**src/design/sfla_pkg.sv**
```systemverilog
// Shared types and constants for the slab free-list allocator.
// No dependencies; every other design file but sfla_ram imports this package.
package sfla_pkg;

    // Field widths fixed by the request and result formats
    localparam int ADDR_W      = 16;
    localparam int SIZE_W      = 13;
    localparam int BS_W        = 14;
    localparam int STATUS_W    = 2;
    localparam int LINK_IDX_W  = 13;
    localparam int LINK_DEPTH  = 8192;
    localparam int LINK_W      = ADDR_W + 1;

    // Default pool geometry
    localparam int DEF_SLAB_BYTES     = 4096;
    localparam int DEF_MAX_SLAB_COUNT = 16;

    // Smallest block size
    localparam logic [BS_W-1:0] MIN_BLOCK = BS_W'(8);

    // Request codes
    localparam logic FN_ALLOC = 1'b0;
    localparam logic FN_FREE  = 1'b1;

    // Result codes
    localparam logic [STATUS_W-1:0] ST_ALLOC = 2'd0;
    localparam logic [STATUS_W-1:0] ST_FREE  = 2'd1;
    localparam logic [STATUS_W-1:0] ST_OOM   = 2'd2;

    // Controller to datapath commands
    typedef struct packed {
        logic cfg_load;
        logic div_step;
        logic exec;
        logic finish;
    } sfla_cmd_t;

    // Datapath to controller status
    typedef struct packed {
        logic div_last;
    } sfla_stat_t;

endpackage

```
**src/design/sfla_ctrl.sv**
```systemverilog
// Controller state machine for the slab free-list allocator.
// Depends on sfla_pkg for the command and status structs.
module sfla_ctrl import sfla_pkg::*; (
    input  logic       aclk,
    input  logic       aresetn,
    input  logic       s_valid,
    output logic       s_ready,
    output logic       m_valid,
    input  logic       m_ready,
    input  logic       cfg_valid,
    output logic       cfg_ready,
    input  sfla_stat_t stat,
    output sfla_cmd_t  cmd
);

    typedef enum logic [2:0] {
        S_IDLE = 3'b001,
        S_DIV  = 3'b010,
        S_FIN  = 3'b100
    } state_t;

    state_t state_reg, state_next;
    logic   m_valid_reg, m_valid_next;
    logic   out_free;

    // Handshakes: configuration wins over a request in the same cycle
    assign cfg_ready = (state_reg == S_IDLE);
    assign s_ready   = (state_reg == S_IDLE) && !cfg_valid;
    assign m_valid   = m_valid_reg;
    assign out_free  = !m_valid_reg || m_ready;

    // Commands
    always_comb begin
        cmd          = '0;
        cmd.cfg_load = cfg_valid && cfg_ready;
        cmd.exec     = s_valid && s_ready;
        cmd.div_step = (state_reg == S_DIV);
        cmd.finish   = (state_reg == S_FIN) && out_free;
    end

    // Next state
    always_comb begin
        state_next = state_reg;
        case (state_reg)
            S_IDLE: begin
                if (cmd.cfg_load) begin
                    state_next = S_DIV;
                end else if (cmd.exec) begin
                    state_next = S_FIN;
                end
            end
            S_DIV: begin
                if (stat.div_last) begin
                    state_next = S_IDLE;
                end
            end
            S_FIN: begin
                if (out_free) begin
                    state_next = S_IDLE;
                end
            end
            default: state_next = S_IDLE;
        endcase
    end

    // Hold the result valid until taken
    always_comb begin
        m_valid_next = m_valid_reg;
        if (cmd.finish) begin
            m_valid_next = 1'b1;
        end else if (m_ready) begin
            m_valid_next = 1'b0;
        end
    end

    always_ff @(posedge aclk) begin
        if (!aresetn) begin
            state_reg   <= S_IDLE;
            m_valid_reg <= 1'b0;
        end else begin
            state_reg   <= state_next;
            m_valid_reg <= m_valid_next;
        end
    end

    // A request and a configuration write never land together
    a_no_dual_accept: assert property (@(posedge aclk) disable iff (!aresetn)
        !(s_valid && s_ready && cfg_valid && cfg_ready))
        else $error("request and configuration accepted together");

    // An accepted request always moves to the finish step
    a_exec_to_fin: assert property (@(posedge aclk) disable iff (!aresetn)
        cmd.exec |=> (state_reg == S_FIN))
        else $error("accepted request did not reach finish");

    // A result appears only from a finish step
    a_valid_from_finish: assert property (@(posedge aclk) disable iff (!aresetn)
        $rose(m_valid_reg) |-> $past(cmd.finish))
        else $error("result valid without finish");

endmodule

```
**config.mk**
```make
export PLATFORM = sky130hd
export DESIGN_NAME = sfla_ctrl
export DESIGN_NICKNAME = d
export VERILOG_FILES = /design/src/design/sfla_pkg.sv /design/src/design/sfla_ctrl.sv
export SDC_FILE = /design/constraint.sdc
export NUM_CORES = 1
export LEC_CHECK = 0
export BUFFER_PORTS_ARGS = -buffer_cell sky130_fd_sc_hd__buf_2
export CAP_MARGIN = 10
export CORE_AREA = 2 2 39 41
export CTS_CLUSTER_DIAMETER = 30
export DETAILED_ROUTE_END_ITERATION = 8
export DIE_AREA = 0 0 41 43
export GPL_ROUTABILITY_DRIVEN = 0
export GPL_TIMING_DRIVEN = 1
export PLACE_DENSITY = 0.48
export SLEW_MARGIN = 20
export SYNTH_ARGS = -nofsm -noshare
export SYNTH_HDL_FRONTEND = slang
export SYNTH_SLANG_ARGS = --single-unit
```
**constraint.sdc**
```tcl
create_clock -name aclk -period 1.8 [get_ports aclk]
set_input_delay 0.27 -clock aclk [delete_from_list [all_inputs] [get_ports aclk]]
set_output_delay 0.27 -clock aclk [all_outputs]
set_load 0.01 [all_outputs]
```
* Word-level counts from Yosys, hierarchy flattened
Index checks and enable logic that the tools add are counted.
** Word-level totals
- Register bits :: 4
- Input port bits :: 6
- Output and inout port bits :: 7
- Logic and storage cells :: 24
** Operators by class
- Equal/unequal tests :: 6
- Multiplexer cells :: 7
- Reduce and logical (&&, ||, !) cells :: 9
** Operators with widths (number)
- 3-bit two-way mux :: 4
- 3-bit one-hot mux with 3 select lines :: 1
- 1-bit logical AND :: 4
- 2-bit != test (second input constant) :: 2
- 3-bit by 1-bit == test with 1-bit output (second input constant) :: 1
- 3-bit by 2-bit == test with 1-bit output (second input constant) :: 1
- 3-bit == test (second input constant) :: 1
- 3-bit by 1-bit != test with 1-bit output (second input constant) :: 1
- 3-bit AND reduction :: 1
- 1-bit zero test :: 2
- 1-bit two-way mux :: 2
- 2-bit nonzero test :: 1
- 1-bit logical OR :: 1

* Longest topological paths before layout
- Word-level depth :: 6
- Gate-level depth with buffers :: 3
- Depth with buffers taken out :: 3

* Worst setup path before layout
OpenSTA, ideal clock, no wires.
- Kind :: flip-flop to output port
- Start point :: reg state_reg[0]
- End point :: out cmd[3] (netlist name)
- Data arrival time :: 0.988 ns
- Data required time :: 1.530 ns
- Path slack :: 0.542 ns
- Stages on the path, launching flop included :: 4
- Buffers on the path :: 1
- Cell sequence :: dfxtp_1 nor3b_2 and2_4 buf_4
** RTL lines
- from (decl) :: line sfla_ctrl.sv:22 : state_t state_reg, state_next;
- from (signal assigned) :: line sfla_ctrl.sv:81 : state_reg <= state_next;
- to (decl) :: line sfla_ctrl.sv:13 : output sfla_cmd_t cmd

==> metrics <==
status=completed; Switching Power=roughly 73 uW; Tcrit/Tclk final=0.863; CP startpoint kind=flip-flop; CP max stage delay=roughly 0.45 ns; Slew @ Worst Pin=roughly 0.28 ns; Setup Crit Path Kind=flip-flop to output pin; ys async rst share=0; pins over their slew limit=0; DRC viols=0; worst-path fanout max=5; Reg area=80.1 sq um; Hold Path Class=input port to flip-flop; Post-Synthesis Cell Area=about 250 sq um; final net count=43; Syn Inst Count=22; Final Hold Vio Count=0; Core ar.=1380 sq um; initial core utilization=0.177; I/O pin count=13; max-cap violations=0; relative slew slack=0.810; Critical-path top delay cell=dfxtp_1; TritonCTS Buffers=3; via count=slightly above 200; hold buffers post-CTS=0; worst r2r src=state_reg[2]$_SDFFE_PN0P_; Clock transition at path regs=roughly 0.040 ns; DP HPWL=~420 um; Seq/Total Area, Yosys=0.327; Synth top cells by count=dfxtp_1 (4), buf_4 (2), nor2b_1 (2), nor3b_2 (2), o21a_1 (2); main area contributors after synthesis=dfxtp_1 (33%), nor3b_2 (10%), nor4b_4 (9.7%); Std-Cell Rows=14; initial detailed-routing violation count=4; Yosys top cell by area=dfxtp_1; first drt pass iteration count=2; I/O Buffers=12; setup TNS=0 ns; Die Wd=a little over 40 um; P_int=approximately 210 uW; clock tree buffer depth=2; Flop pwr share=0.381; Clock Sinks=4; most frequent cell after synthesis=dfxtp_1; TritonCTS clock tree=yes; ys flop type=dfxtp_1; Worst Setup SP=state_reg[2]$_SDFFE_PN0P_; CP required=approximately 1.5 ns; multi-input logic area=150 sq um; post-synthesis cell type count=15; Tot GR Track Use=0.0795; die area=around 1800 sq um; syn_nets=28; CTS HTree Levels=1; first-pass GRT wire length=approximately 840 um; Post-Route WL=approximately 520 um; maximum clock frequency=~0.64 GHz; Largest register FFs=3; Final Util=0.241; RSZ-0062 raised after global routing=no; combinational fraction of design power=0.228; antenna violations before repair=0; CP Capture Type=output pin; crit path DAT=roughly 1.3 ns; Worst-Skew Late Latency=roughly 0.23 ns; ANT cells=0; Post-CTS Setup Bufs=0; power per cell area=roughly 840 nW/um^2; final hold slack=0.246 ns; fillers=roughly 160; vias per inst=between 4 and 5; Worst Hold Launch=aresetn; final worst path period need=about 1.6 ns; top cell type's share of synthesized area=0.327; Yosys reg bits=4; Detail Route Antenna Nets=0; crit-path cells=nor3b_2 > nor2b_1 > buf_2; LEAKAGE=about 0.15 nW; Sw Share=0.261; Layout Skew=0.00332 ns; GRT Residual Overflow=0; Syn-to-layout area delta=35.7%; Yosys Warn Count=0; Post-synth EDFFs=0; Setup-failing EPs final=0; post_cts resized=0; Die H=between 40 and 50 um; maximum VDD drop=0.181 mV; Clock power frac=0.391; largest net degree at the start of global routing=6; number of global-route vias before repair=~210; root buffer cell=clkbuf_4; share of layout cells above drive strength 1=0.600; Routed WL per cell=about 10 um; Synth Area per Inst=about 11 sq um
-- layer usage --
| layer | share of wire | track usage | vias to the layer above |
|---|---|---|---|
| met5 | 0 | 0 | - |
| met4 | 0 | 0.100 | 0 |
| met3 | 0.13 | 0.0471 | 0 |
| met2 | 0.39 | 0.0813 | 12 |
| met1 | 0.47 | 0.0939 | 88 |
| li1 | - | - | 106 |
-- cell type report --
class / count / share of cell area
Sequential cell: 4 / 0.241
Multi-Input combinational cell: 16 / 0.451
Clock buffer: 3 / 0.0677
Tap cell: 16 / 0.0602
Timing Repair Buffer: 12 / 0.180
-- kinds of logic after synthesis --
kind of cell           share of synthesized area
AO/OA/AOI/OAI                              0.128
buffers and inverters                     0.0612
flip-flops                                 0.327
AND/OR/NAND/NOR                            0.485
-- cells in the final DEF (no fill, tap or decap) --
cell type	count
nor4b_2	1
clkbuf_4	3
a22oi_1	1
nor4b_4	1
buf_2	12
nand2b_1	1
dfxtp_1	4
nor3b_2	2
nand3_1	1
a211o_1	1
o21a_1	2
nor2b_2	1
nor2b_1	2
nor3b_1	1
and2_4	1
and2_1	1
-- metrics by stage --
| stage | setup slack [ns] | power, mW | std cells | cell area, sq um |
|---|---|---|---|---|
| 3_5_place_dp | 0.459 | 0.173 | 48 | 310 |
| 5_1_grt | 0.128 | 0.304 | 51 | 333 |
| 6_report | 0.246 | 0.280 | 51 | 333 |
| 3_3_place_gp | 0.475 | 0.173 | 48 | 310 |
| 4_1_cts | 0.213 | 0.290 | 51 | 333 |
| 2_1_floorplan | 0.542 | 0.152 | 22 | 245 |
-- worst max-delay path, delay by kind of cell, from the launching register on --
family	cells	cell delay (ns)
AND/OR/NAND/NOR	2	0.48
flip-flops	1	0.45
buffers and inverters	1	0.13
-- power by group through the flow --
stage	clock network [mW]	logic (mW)	registers (mW)
2_1_floorplan	0	0.0460	0.106
3_3_place_gp	0	0.0648	0.108
3_5_place_dp	0	0.0650	0.109
4_1_cts	0.118	0.0651	0.107
5_1_grt	0.125	0.0711	0.108
6_report	0.110	0.0639	0.107
-- worst paths after layout --
kind / endpoint / slack, ns / cells past startpoint
worst max-delay path: cmd[0] / 0.25 / 3
worst min-delay path: state_reg[0]$_SDFFE_PN1P_ / 0.25 / 2
worst max register to register: state_reg[0]$_SDFFE_PN1P_ / 0.70 / 3
worst min register to register: m_valid$_SDFFE_PN0P_ / 0.67 / 2
Note: power is estimated with default switching activity, not from simulation.
